$ cat config.mk
export PLATFORM = sky130hd
export DESIGN_NAME = yuv_to_argb_pixel_converter
export DESIGN_NICKNAME = d
export VERILOG_FILES = /design/src/rtl/yuv2argb_pkg.sv /design/src/rtl/yuv_to_argb_pixel_converter.sv
export SDC_FILE = /design/constraint.sdc
export NUM_CORES = 1
export LEC_CHECK = 0
export BUFFER_PORTS_ARGS = -buffer_cell sky130_fd_sc_hd__buf_2
export CORE_MARGIN = 4
export CORE_UTILIZATION = 40
export CTS_BUF_LIST = sky130_fd_sc_hd__clkbuf_8
export DETAILED_ROUTE_END_ITERATION = 10
export GPL_TIMING_DRIVEN = 0
export SLEW_MARGIN = 20
export SYNTH_ARGS = -nofsm -noshare
export SYNTH_HDL_FRONTEND = slang
export SYNTH_SLANG_ARGS = --single-unit
$ cat constraint.sdc
create_clock -name clk -period 10.2 [get_ports clk]
set_input_delay 0.51 -clock clk [delete_from_list [all_inputs] [get_ports clk]]
set_output_delay 0.51 -clock clk [all_outputs]
set_load 0.02 [all_outputs]
$ cat src/rtl/yuv2argb_pkg.sv
package yuv2argb_pkg;

  localparam int unsigned PIX_W   = 8;
  localparam int unsigned KIND_W  = 2;
  localparam int unsigned COEF_W  = 17;
  localparam int unsigned FRAC_W  = 16;
  localparam int unsigned LUMA_W  = 9;
  localparam int unsigned SUM_W   = 28;
  localparam int unsigned DATA_W  = 32;
  localparam int unsigned TAB_N   = 256;

  localparam logic [KIND_W-1:0] MATRIX_BT601  = 2'd0;
  localparam logic [KIND_W-1:0] MATRIX_BT709  = 2'd1;
  localparam logic [KIND_W-1:0] MATRIX_BT2020 = 2'd2;

  localparam logic CFG_INPUT_FULL_RANGE     = 1'b0;
  localparam logic CFG_OUTPUT_LIMITED_RANGE = 1'b1;

  localparam logic [PIX_W-1:0] CHROMA_ZERO = 8'd128;

  typedef struct packed {
    logic [COEF_W-1:0] cr;
    logic [COEF_W-1:0] gu;
    logic [COEF_W-1:0] gv;
    logic [COEF_W-1:0] cb;
  } coef_t;

  typedef logic [LUMA_W-1:0] luma_tab_t [TAB_N];

  function automatic coef_t coef_sel(input logic [KIND_W-1:0] kind);
    coef_t c;
    case (kind)
      MATRIX_BT709:  c = '{cr: 17'd103206, gu: 17'd12276, gv: 17'd30679, cb: 17'd121609};
      MATRIX_BT2020: c = '{cr: 17'd96639,  gu: 17'd10784, gv: 17'd37444, cb: 17'd123299};
      default:       c = '{cr: 17'd91881,  gu: 17'd22553, gv: 17'd46802, cb: 17'd116130};
    endcase
    return c;
  endfunction

  function automatic luma_tab_t build_luma_up();
    luma_tab_t t;
    for (int i = 0; i < TAB_N; i++) begin
      t[i] = LUMA_W'((i * 255) / 219);
    end
    return t;
  endfunction

  function automatic luma_tab_t build_luma_down();
    luma_tab_t t;
    for (int i = 0; i < TAB_N; i++) begin
      t[i] = LUMA_W'((i * 219) / 255);
    end
    return t;
  endfunction

  localparam luma_tab_t LUMA_UP   = build_luma_up();
  localparam luma_tab_t LUMA_DOWN = build_luma_down();

  function automatic logic [PIX_W-1:0] clamp_q16(input logic signed [SUM_W-1:0] sum);
    logic [PIX_W-1:0] r;
    if (sum[SUM_W-1]) begin
      r = '0;
    end else if (|sum[SUM_W-2:FRAC_W+PIX_W]) begin
      r = '1;
    end else begin
      r = sum[FRAC_W+PIX_W-1:FRAC_W];
    end
    return r;
  endfunction

endpackage

$ cat src/rtl/yuv_to_argb_pixel_converter.sv
// Converts one A,Y,Cb,Cr pixel per clock, unless stalled, to A,R,G,B. Each request
// selects its matrix in s_axis_tuser (BT.601, BT.709, BT.2020; the unused code gives
// BT.601). Luma is rescaled by 255/219 or 219/255 (truncated) per the two range bits
// written on the cfg port; chroma is centered at 128 and not rescaled. Sums are
// floored and clamped to 0..255, alpha passes through. A pixel passes the input
// register and then the output register; one pixel is taken every cycle while the
// output is not stalled, set by the single input register and result register with
// stall propagating back through both. Write cfg only while the block is idle.
module yuv_to_argb_pixel_converter
  import yuv2argb_pkg::*;
(
  input  logic                clk,
  input  logic                rst,
  input  logic                s_axis_tvalid,
  output logic                s_axis_tready,
  input  logic [DATA_W-1:0]   s_axis_tdata,   // alpha_in, luma, chroma_blue, chroma_red
  input  logic [KIND_W-1:0]   s_axis_tuser,   // matrix_kind
  output logic                m_axis_tvalid,
  input  logic                m_axis_tready,
  output logic [DATA_W-1:0]   m_axis_tdata,   // alpha_out, red, green, blue
  input  logic                cfg_we,
  input  logic                cfg_index,
  input  logic                cfg_data
);

  logic                input_full_range;
  logic                output_limited_range;

  logic                in_valid;
  logic [PIX_W-1:0]    in_alpha;
  logic [PIX_W-1:0]    in_luma;
  logic [PIX_W-1:0]    in_cb;
  logic [PIX_W-1:0]    in_cr;
  logic [KIND_W-1:0]   in_kind;

  logic                out_valid;
  logic [DATA_W-1:0]   out_data;

  logic                out_free;
  logic                in_free;

  coef_t                     coef;
  logic [LUMA_W-1:0]         y_scaled;
  logic signed [LUMA_W-1:0]  u;
  logic signed [LUMA_W-1:0]  v;
  logic signed [SUM_W-1:0]   yq;
  logic signed [SUM_W-1:0]   p_cr;
  logic signed [SUM_W-1:0]   p_gu;
  logic signed [SUM_W-1:0]   p_gv;
  logic signed [SUM_W-1:0]   p_cb;
  logic signed [SUM_W-1:0]   sum_r;
  logic signed [SUM_W-1:0]   sum_g;
  logic signed [SUM_W-1:0]   sum_b;
  logic [DATA_W-1:0]         out_data_next;

  assign out_free      = !out_valid || m_axis_tready;
  assign in_free       = !in_valid || out_free;
  assign s_axis_tready = in_free;
  assign m_axis_tvalid = out_valid;
  assign m_axis_tdata  = out_data;

  always_ff @(posedge clk) begin
    if (rst) begin
      input_full_range     <= 1'b0;
      output_limited_range <= 1'b0;
    end else if (cfg_we) begin
      unique case (cfg_index)
        CFG_INPUT_FULL_RANGE:     input_full_range     <= cfg_data;
        CFG_OUTPUT_LIMITED_RANGE: output_limited_range <= cfg_data;
        default: ;
      endcase
    end
  end

  always_ff @(posedge clk) begin
    if (rst) begin
      in_valid <= 1'b0;
    end else if (in_free) begin
      in_valid <= s_axis_tvalid;
    end
  end

  always_ff @(posedge clk) begin
    if (in_free && s_axis_tvalid) begin
      in_alpha <= s_axis_tdata[PIX_W-1:0];
      in_luma  <= s_axis_tdata[2*PIX_W-1:PIX_W];
      in_cb    <= s_axis_tdata[3*PIX_W-1:2*PIX_W];
      in_cr    <= s_axis_tdata[4*PIX_W-1:3*PIX_W];
      in_kind  <= s_axis_tuser;
    end
  end

  always_comb begin
    coef = coef_sel(in_kind);
    case ({input_full_range, output_limited_range})
      2'b00:   y_scaled = LUMA_UP[in_luma];
      2'b11:   y_scaled = LUMA_DOWN[in_luma];
      default: y_scaled = {1'b0, in_luma};
    endcase
    u  = $signed({1'b0, in_cb}) - $signed({1'b0, CHROMA_ZERO});
    v  = $signed({1'b0, in_cr}) - $signed({1'b0, CHROMA_ZERO});
    yq = $signed({{(SUM_W-LUMA_W-FRAC_W){1'b0}}, y_scaled, {FRAC_W{1'b0}}});
    p_cr = SUM_W'($signed({1'b0, coef.cr})) * SUM_W'(v);
    p_gu = SUM_W'($signed({1'b0, coef.gu})) * SUM_W'(u);
    p_gv = SUM_W'($signed({1'b0, coef.gv})) * SUM_W'(v);
    p_cb = SUM_W'($signed({1'b0, coef.cb})) * SUM_W'(u);
    sum_r = yq + p_cr;
    sum_g = yq - p_gu - p_gv;
    sum_b = yq + p_cb;
    out_data_next = {clamp_q16(sum_b), clamp_q16(sum_g), clamp_q16(sum_r), in_alpha};
  end

  always_ff @(posedge clk) begin
    if (rst) begin
      out_valid <= 1'b0;
    end else if (out_free) begin
      out_valid <= in_valid;
    end
  end

  always_ff @(posedge clk) begin
    if (out_free && in_valid) begin
      out_data <= out_data_next;
    end
  end

endmodule
-- Word-level counts from Yosys, hierarchy flattened
Memory sizes are Yosys's and may differ from the RTL's.
Cells that the tools add are included.
- logic and storage cells: 52
- bits of input ports: 41
- register bits: 70
- output and inout bits: 34
- bits in read-only memories: 4608
- memories kept: 2
- memory list (name ; depth ; width ; rd ports ; clocked after Yosys merged registers in ; write ports ; line ; RTL):
    (name not given) ; 256 ; 9 ; 1 ; 0 ; 0 ; yuv_to_argb_pixel_converter.sv:97 ; 2'b11: y_scaled = LUMA_DOWN[in_luma];
    (name not given) ; 256 ; 9 ; 1 ; 0 ; 0 ; yuv_to_argb_pixel_converter.sv:96 ; 2'b00: y_scaled = LUMA_UP[in_luma];
- reduce and logical (&&, ||, !) cells: 12
- multiply operators: 4
- magnitude comparators: 1
- muxes and demuxes: 9
- equality and inequality tests: 3
- $add $sub $neg: 6
- bitwise gates (word level): 2
- operators by type and width (operator ; count):
    case mux 67 bit (2 select lines) ; 1
    multiplier 18 x 9 -> 27 bit ; 4
    adder 26 x 27 -> 28 bit ; 2
    two-way mux 9 bit ; 4
    subtractor 26 x 27 -> 28 bit ; 1
    subtractor 28 x 27 -> 28 bit ; 1
    two-way mux 8 bit ; 3
    case mux 9 bit (2 select lines) ; 1
    subtractor 8 x 8 -> 9 bit, second input constant ; 2
    greater-or-equal comparator 9 bit, second input constant ; 1
    NOT 8 -> 9 bit ; 1
    OR reduction 3 bit ; 3
    equality test 2 bit, second input constant ; 2
    AND reduction 2 bit ; 2
    equality test 2 x 1 -> 1 bit, second input constant ; 1
    logical AND 1 bit ; 2
    zero test 1 bit ; 2
    zero test 2 bit ; 1
    logical OR 1 bit ; 2
    NOT 1 bit ; 1

-- Depth between registers and ports, before layout
Gate-level depths: netlist of the first run.
- depth after elaboration: 9
- gate-level depth with buffers: 30

-- Worst setup path before layout of the first run
Ideal clock, no wire load.
- path type: reg2reg
- from: register in_luma[1]
- to: register out_data[16] (netlist: m_axis_tdata[16]), data pin
- path buffers: 2
- setup slack: 2680 ps
- setup time: 279 ps
- cell stages (with the launch flop): 28
- arrival time: 7240 ps
- cells stage by stage: edfxtp_1 > buf_2 > clkinv_1 > ha_1 > buf_2 > nor2_1 > a21o_1 > mux4_2 > mux4_2 > a211o_1 > a31oi_1 > a211oi_1 > fa_1 > inv_1 > fa_1 > inv_1 > fa_1 > fa_1 > inv_1 > fa_1 > inv_1 > ha_1 > nand4_1 > or3_1 > nand4_1 > a31oi_1 > xnor2_1 > a31oi_1
- cells in the longest elaborated chain, start to end: 9
- RTL lines (what ; line ; RTL):
    from (decl) ; yuv_to_argb_pixel_converter.sv:31 ; logic [PIX_W-1:0] in_luma;
    from (signal assigned) ; yuv_to_argb_pixel_converter.sv:86 ; in_luma <= s_axis_tdata[2*PIX_W-1:PIX_W];
    NOT 8 -> 9 bit (not written as such) ; yuv_to_argb_pixel_converter.sv:96, yuv_to_argb_pixel_converter.sv:97 ;
    memory read (256 x 9 bit), on equally long branches ; -- ;
    two-way mux 9 bit, on equally long branches (2 in a row) ; yuv_to_argb_pixel_converter.sv:97, yuv_to_argb_pixel_converter.sv:96 ;
    case mux 9 bit (2 select lines) (*) ; yuv_to_argb_pixel_converter.sv:95 ; case ({input_full_range, output_limited_range})
    subtractor 26 x 27 -> 28 bit (*) ; yuv_to_argb_pixel_converter.sv:108 ; sum_g = yq - p_gu - p_gv;
    subtractor 28 x 27 -> 28 bit (*) ; yuv_to_argb_pixel_converter.sv:108 ;
    OR reduction 3 bit ; yuv2argb_pkg.sv:63 ; end else if (|sum[SUM_W-2:FRAC_W+PIX_W]) begin
    two-way mux 8 bit ; yuv2argb_pkg.sv:63 ;
    to (signal assigned) ; yuv_to_argb_pixel_converter.sv:123 ; out_data <= out_data_next;
    to (decl) ; yuv_to_argb_pixel_converter.sv:37 ; logic [DATA_W-1:0] out_data;
Mark *: on every way between the ends. The rest lies on a longest branch, timed or not. The select of a mux whose other input is x is not followed.
A chain may end at the register's enable or synchronous reset.

-- Worst setup path after layout of the first run
Same ends and word-level chain as after synthesis.

==> run summary, run 1 <==
### Worst hold path
* **instance count along the most critical hold path** 1
* **class of the tightest hold or removal check** input port to register

### Synth
* **synthesized netlist cell count** 2385
* **count of flip-flops with a built-in enable after synthesis** 66
* **async set or reset register ratio after synthesis** 0%
* **mean area per synthesized cell** 9.18 um2
* **area of the mapped netlist** 0.0219 mm2
* **synth warn** 0
* **number of distinct library cells after synthesis** 84
* **sequential element share of the synthesized area** 9.42%
* **total of flip-flops plus latches after synthesis** 70
* **most common flop cell mapped by yosys** sky130_fd_sc_hd__edfxtp_1

### STA
* **setup violators final** 0
* **setup TNS** 0 ns
* **Peak Freq** 104 MHz
* **post-layout min period** 9.60 ns
* **clock skew** 0.0206 ns
* **worst slew margin relative to its limit** 31.3%
* **transition time at the pin with the least slew margin** 1.02 ns
* **final critical-path share of the clock period** 94.1%
* **hold violation total from the final report** 0
* **setup repair after global routing missed its margin** false
* **number of max-slew violations in the final report** 0

### Route
* **starting DRC count in detailed routing** 1657
* **post-DR wirelength/cell** 21.9 um
* **detailed-route DRC error count** 0
* **total via count after detailed routing** 17.6k
* **drt first pass iters** 6
* **average via count per standard cell** 5.53
* **number of nets still failing antenna checks after routing** 0
* **final wirelength** 69600 um

### Critical path
* **startpoint class of the critical path** register
* **WP data arrival** 9.74 ns
* **R2R depth** 30
* **delay of the slowest cell on the worst path** 0.72 ns
* **endpoint kind of the worst setup timing path** register
* **start-to-end type of the worst setup path** register to register
* **most prevalent standard cell on the critical path** sky130_fd_sc_hd__inv_1
* **cell with the largest stage delay on the worst path** sky130_fd_sc_hd__a2111oi_1
* **data required time of the critical path** 10.34 ns
* **maximum fanout count along the critical path** 14

### Placed design
* **weighted congestion at the end of routability-driven global placement** 1.01
* **number of buffer cells added on primary ports** 74
* **Final HPWL DP** 58100 um

### Floorplanning
* **starting density of the core** 40.5%
* **number of top-level pins** 75
* **Die Height** 242 um
* **number of placement rows** 85
* **Core Area** 0.0540 mm2
* **overall die area** 0.0585 mm2
* **x dimension of the die** 242 um

### GRT
* **global-route wire length before repair** 109000 um
* **GRT overflow** 0
* **pin count of the biggest net entering global routing** 25
* **number of antenna violations at the first check in global routing** 2
* **GR Util All Layers** 24.0%
* **number of global-route vias before repair** 18.8k

### Clock tree
* **TritonCTS Buffers** 9
* **TritonCTS clock tree** done
* **Resized Gates After CTS** 0
* **H-tree lvl count** 3
* **master cell of the clock root buffer** sky130_fd_sc_hd__clkbuf_8
* **# Post-CTS Setup Buffers** 0
* **clock net sink count** 70
* **insertion delay to the later sink of the worst-skew pair** 0.45 ns
* **Hold-fix buffers, CTS** 0
* **Max Buffers Root-to-Sink** 2
* **clock-pin slew reported for the worst setup and hold paths after clock tree synthesis** 0.09 ns

### Cells and area
* **number of nets at the end of the flow** 3187
* **commonest non-fill, non-tap cells in the layout** sky130_fd_sc_hd__inv_1 (601), sky130_fd_sc_hd__fa_1 (373), sky130_fd_sc_hd__ha_1 (295)
* **Storage cell area** 0.00206 mm2
* **area overhead of the layout relative to synthesis** 7.02%
* **most common library cell in the layout ignoring fill and taps** sky130_fd_sc_hd__inv_1
* **total area of multi-input combinational cells** 0.0172 mm2
* **number of filler instances in the final layout** 5342
* **layout cell share with drive strength beyond 1** 7.37%

### Status
* **run status** completed

### Job
* **max-capacitance violation count** 0

-- logic make-up (layout without fill, tap and decap cells) --
| family | after synthesis | after routing | synth area share (%) |
|---|---|---|---|
| buf+inv | 702 | 798 | 12.4 |
| fa+ha+maj | 669 | 669 | 51.0 |
| simple gates | 444 | 444 | 10.1 |
| compound gates | 410 | 410 | 12.3 |
| flops | 70 | 70 | 9.42 |
| xor+xnor | 51 | 51 | 2.07 |
| mux | 37 | 37 | 2.70 |
| other cells | 2 | 5 | 0.0343 |
-- state kept, by name, summed over array words and instances (netlist names) --
signal and flops:
in_alpha 8, in_cb 8, in_cr 8, in_kind 2, in_luma 8, in_valid 1, input_full_range 1, m_axis_tdata 32
m_axis_tvalid 1, output_limited_range 1
-- synth_stat cells, drive strengths merged, types with 6 or more instances --
cell     count  area (um2)
o31ai       10        75.1
a211o        8        70.1
o21bai       6        45.0
nor2       113         432
a21o        38         285
a31oi       11        68.8
nand3b       8        60.1
mux2         6        67.6
and3         9        56.3
nand3       29         145
a21oi      109         549
buf         40         220
nor3        14        70.1
fa         373        7470
edfxtp      66        1980
xor2        22         193
o21a        22         165
ha         295        3690
nand2      115         432
nand4       13        81.3
o21ai       82         410
mux2i       14         140
a221oi       7        67.6
or2         17         106
xnor2       29         262
nor2b       28         175
o211ai      16         120
clkbuf      56         210
mux4        17         383
inv        604        2270
nand2b      50         320
a21boi      15         113
and2        27         169
a211oi      28         215
o221ai       6        52.6
o22ai        7        43.8
o2111ai      6        52.6
-- per-layer routing --
layer / vias to the layer above / wire length, um / track usage (%)
li1: 7830 / - / -
met1: 8697 / 29200 / 32.5
met2: 883 / 31600 / 38.1
met3: 168 / 6220 / 5.61
met4: 2 / 2480 / 8.30
met5: - / 8 / 0
-- path summary, 6_finish.rpt --
check                                           start                        endpoint  slack (ns)
worst min register to register  in_alpha[3]$_DFFE_PP_       m_axis_tdata[3]$_DFFE_PP_        0.43
worst max register to register   in_luma[1]$_DFFE_PP_  m_axis_tdata[16]$_SDFFCE_PP0P_        0.60
worst min-delay path                 s_axis_tdata[10]            in_luma[2]$_DFFE_PP_        0.24
worst max-delay path             in_luma[1]$_DFFE_PP_  m_axis_tdata[16]$_SDFFCE_PP0P_        0.60
-- critical path, delay by kind of cell, from the launching register on --
kind | cells | cell delay (ns)
xor+xnor | 1 | 0.63
simple gates | 4 | 0.90
fa+ha+maj | 7 | 2.97
flops | 1 | 0.60
compound gates | 9 | 2.37
buf+inv | 9 | 1.80
-- per-stage QoR --
step	util (%)	worst slack [ns]	instance area (um2)	hold WS (ns)	instances
final	43.4	0.597	23400	0.238	3180
after global routing	43.4	0.162	23400	0.212	3180
after CTS	43.4	0.718	23400	0.198	3179
after detailed placement	43.0	0.779	23200	0.407	3163
after global placement	42.8	0.169	23100	0.400	3157
after floorplan	-	2.68	21900	0.400	2387
-- cell type report --
type | count | share of cell area [%]
antenna | 1 | 0.0107
buffer | 96 | 1.84
tap | 696 | 3.72
multi-input combinational | 1615 | 73.3
clock buffer | 9 | 0.529
sequential | 70 | 8.80
inverter | 606 | 9.71
timing repair buffer | 80 | 1.88
clock inverter | 7 | 0.262
Power of run 1 is not shown: default switching activity piles up to over one toggle a cycle in this logic, so the estimate is an artifact.
==> inputs of run 2 (changes only) <==
--- a/config.mk
+++ b/config.mk
@@ -6,6 +6,7 @@
 export NUM_CORES = 1
 export LEC_CHECK = 0
 export BUFFER_PORTS_ARGS = -buffer_cell sky130_fd_sc_hd__buf_2
+export CORE_ASPECT_RATIO = 0.75
 export CORE_MARGIN = 4
 export CORE_UTILIZATION = 40
 export CTS_BUF_LIST = sky130_fd_sc_hd__clkbuf_8
==> run summary, run 2 (synthesis gave the netlist of run 1 again) <==
### Status
* **run status** completed

### STA
* **number of max-slew violations in the final report** 0
* **setup repair after global routing missed its margin** false
* **clock skew** 0.0483 ns
* **transition time at the pin with the least slew margin** 1.01 ns
* **post-layout min period** 9.93 ns
* **worst slew margin relative to its limit** 31.1%
* **Peak Freq** 101 MHz
* **final critical-path share of the clock period** 97.4%
* **hold violation total from the final report** 0
* **setup violators final** 0
* **worst hold slack after final layout** 0.203 ns

### Critical path
* **startpoint class of the critical path** register
* **data required time of the critical path** 10.34 ns
* **start-to-end type of the worst setup path** register to register
* **endpoint kind of the worst setup timing path** register
* **maximum fanout count along the critical path** 14
* **most prevalent standard cell on the critical path** sky130_fd_sc_hd__fa_1
* **cell with the largest stage delay on the worst path** sky130_fd_sc_hd__edfxtp_1
* **delay of the slowest cell on the worst path** 0.70 ns
* **WP data arrival** 10.07 ns

### Placed design
* **Final HPWL DP** 60300 um
* **Post-DP Area** 0.0233 mm2
* **number of buffer cells added on primary ports** 74
* **weighted congestion at the end of routability-driven global placement** 0.963

### Clock tree
* **Max Buffers Root-to-Sink** 2
* **Resized Gates After CTS** 0
* **# Post-CTS Setup Buffers** 0
* **Hold-fix buffers, CTS** 0
* **TritonCTS Buffers** 9
* **insertion delay to the later sink of the worst-skew pair** 0.47 ns
* **H-tree lvl count** 3
* **clock-pin slew reported for the worst setup and hold paths after clock tree synthesis** 0.14 ns
* **clock net sink count** 70
* **TritonCTS clock tree** done
* **master cell of the clock root buffer** sky130_fd_sc_hd__clkbuf_8

### GRT
* **GR Util All Layers** 24.9%
* **GRT overflow** 0
* **number of antenna violations at the first check in global routing** 4
* **number of global-route vias before repair** 18.5k
* **pin count of the biggest net entering global routing** 21
* **global-route wire length before repair** 112000 um

### Floorplanning
* **number of top-level pins** 75
* **Die Height** 211 um
* **x dimension of the die** 278 um
* **starting density of the core** 40.9%
* **number of placement rows** 73
* **overall die area** 0.0586 mm2
* **Core Area** 0.0535 mm2

### Route
* **drt first pass iters** 6
* **starting DRC count in detailed routing** 2032
* **post-DR wirelength/cell** 22.5 um
* **final wirelength** 71900 um
* **number of nets still failing antenna checks after routing** 0
* **average via count per standard cell** 5.51
* **total via count after detailed routing** 17.6k
* **detailed-route DRC error count** 0

### Cells and area
* **number of nets at the end of the flow** 3187
* **most common library cell in the layout ignoring fill and taps** sky130_fd_sc_hd__inv_1
* **post-route cell area** 0.0235 mm2
* **commonest non-fill, non-tap cells in the layout** sky130_fd_sc_hd__inv_1 (602), sky130_fd_sc_hd__fa_1 (373), sky130_fd_sc_hd__ha_1 (295)
* **area overhead of the layout relative to synthesis** 7.20%
* **number of filler instances in the final layout** 5290
* **antenna diode count** 0
* **max FFs per register** 32
* **layout cell share with drive strength beyond 1** 7.33%

### Worst hold path
* **class of the tightest hold or removal check** input port to register

### Job
* **max-capacitance violation count** 0

run 2: cell type report:
class | instances | area (um2) | area share [%]
flip-flops and latches | 70 | 2060 | 8.79
multi-input cells | 1615 | 17200 | 73.1
repair buffers | 80 | 440 | 1.88
plain buffers | 96 | 430 | 1.83
inverters | 606 | 2270 | 9.69
clock buffers | 10 | 138 | 0.586
well taps | 712 | 891 | 3.80
clock inverters | 6 | 68.8 | 0.293
run 2: path summary, 6_finish.rpt:
check	start	endpoint	slack, ns	cells past startpoint
worst max-delay path	in_luma[1]$_DFFE_PP_	m_axis_tdata[21]$_SDFFCE_PP0P_	0.27	28
worst min-delay path	s_axis_tdata[15]	in_luma[7]$_DFFE_PP_	0.20	1
worst max register to register	in_luma[1]$_DFFE_PP_	m_axis_tdata[21]$_SDFFCE_PP0P_	0.27	28
worst min register to register	in_alpha[4]$_DFFE_PP_	m_axis_tdata[4]$_DFFE_PP_	0.38	0
run 2: routing by layer:
layer  wire (um)  global-route usage [%]  vias to the layer above
met5         124                   0.881                        -
met1       32900                    37.2                     8732
met2       29500                    36.2                      949
met3        8280                    7.45                      102
met4        1070                    4.30                       10
li1            -                       -                     7823
run 2: per-stage QoR:
step	setup WS [ns]	std cells	TNS [ns]	utilization, %
6_report	0.269	3195	0	43.8
5_1_grt	0.0154	3195	0	43.8
4_1_cts	0.565	3195	0	43.8
3_5_place_dp	0.614	3179	0	43.5
3_3_place_gp	-0.0421	3173	-0.271	43.3
2_1_floorplan	2.68	2387	0	-
run 2: critical path, delay by kind of cell, from the launching register on:
kind | cells | cell delay, ns
simple gates | 3 | 0.48
mux | 2 | 1.07
compound gates | 8 | 2.50
flops | 1 | 0.70
buf+inv | 8 | 1.66
fa+ha+maj | 7 | 3.22
Power of run 2 is left out for the same reason.
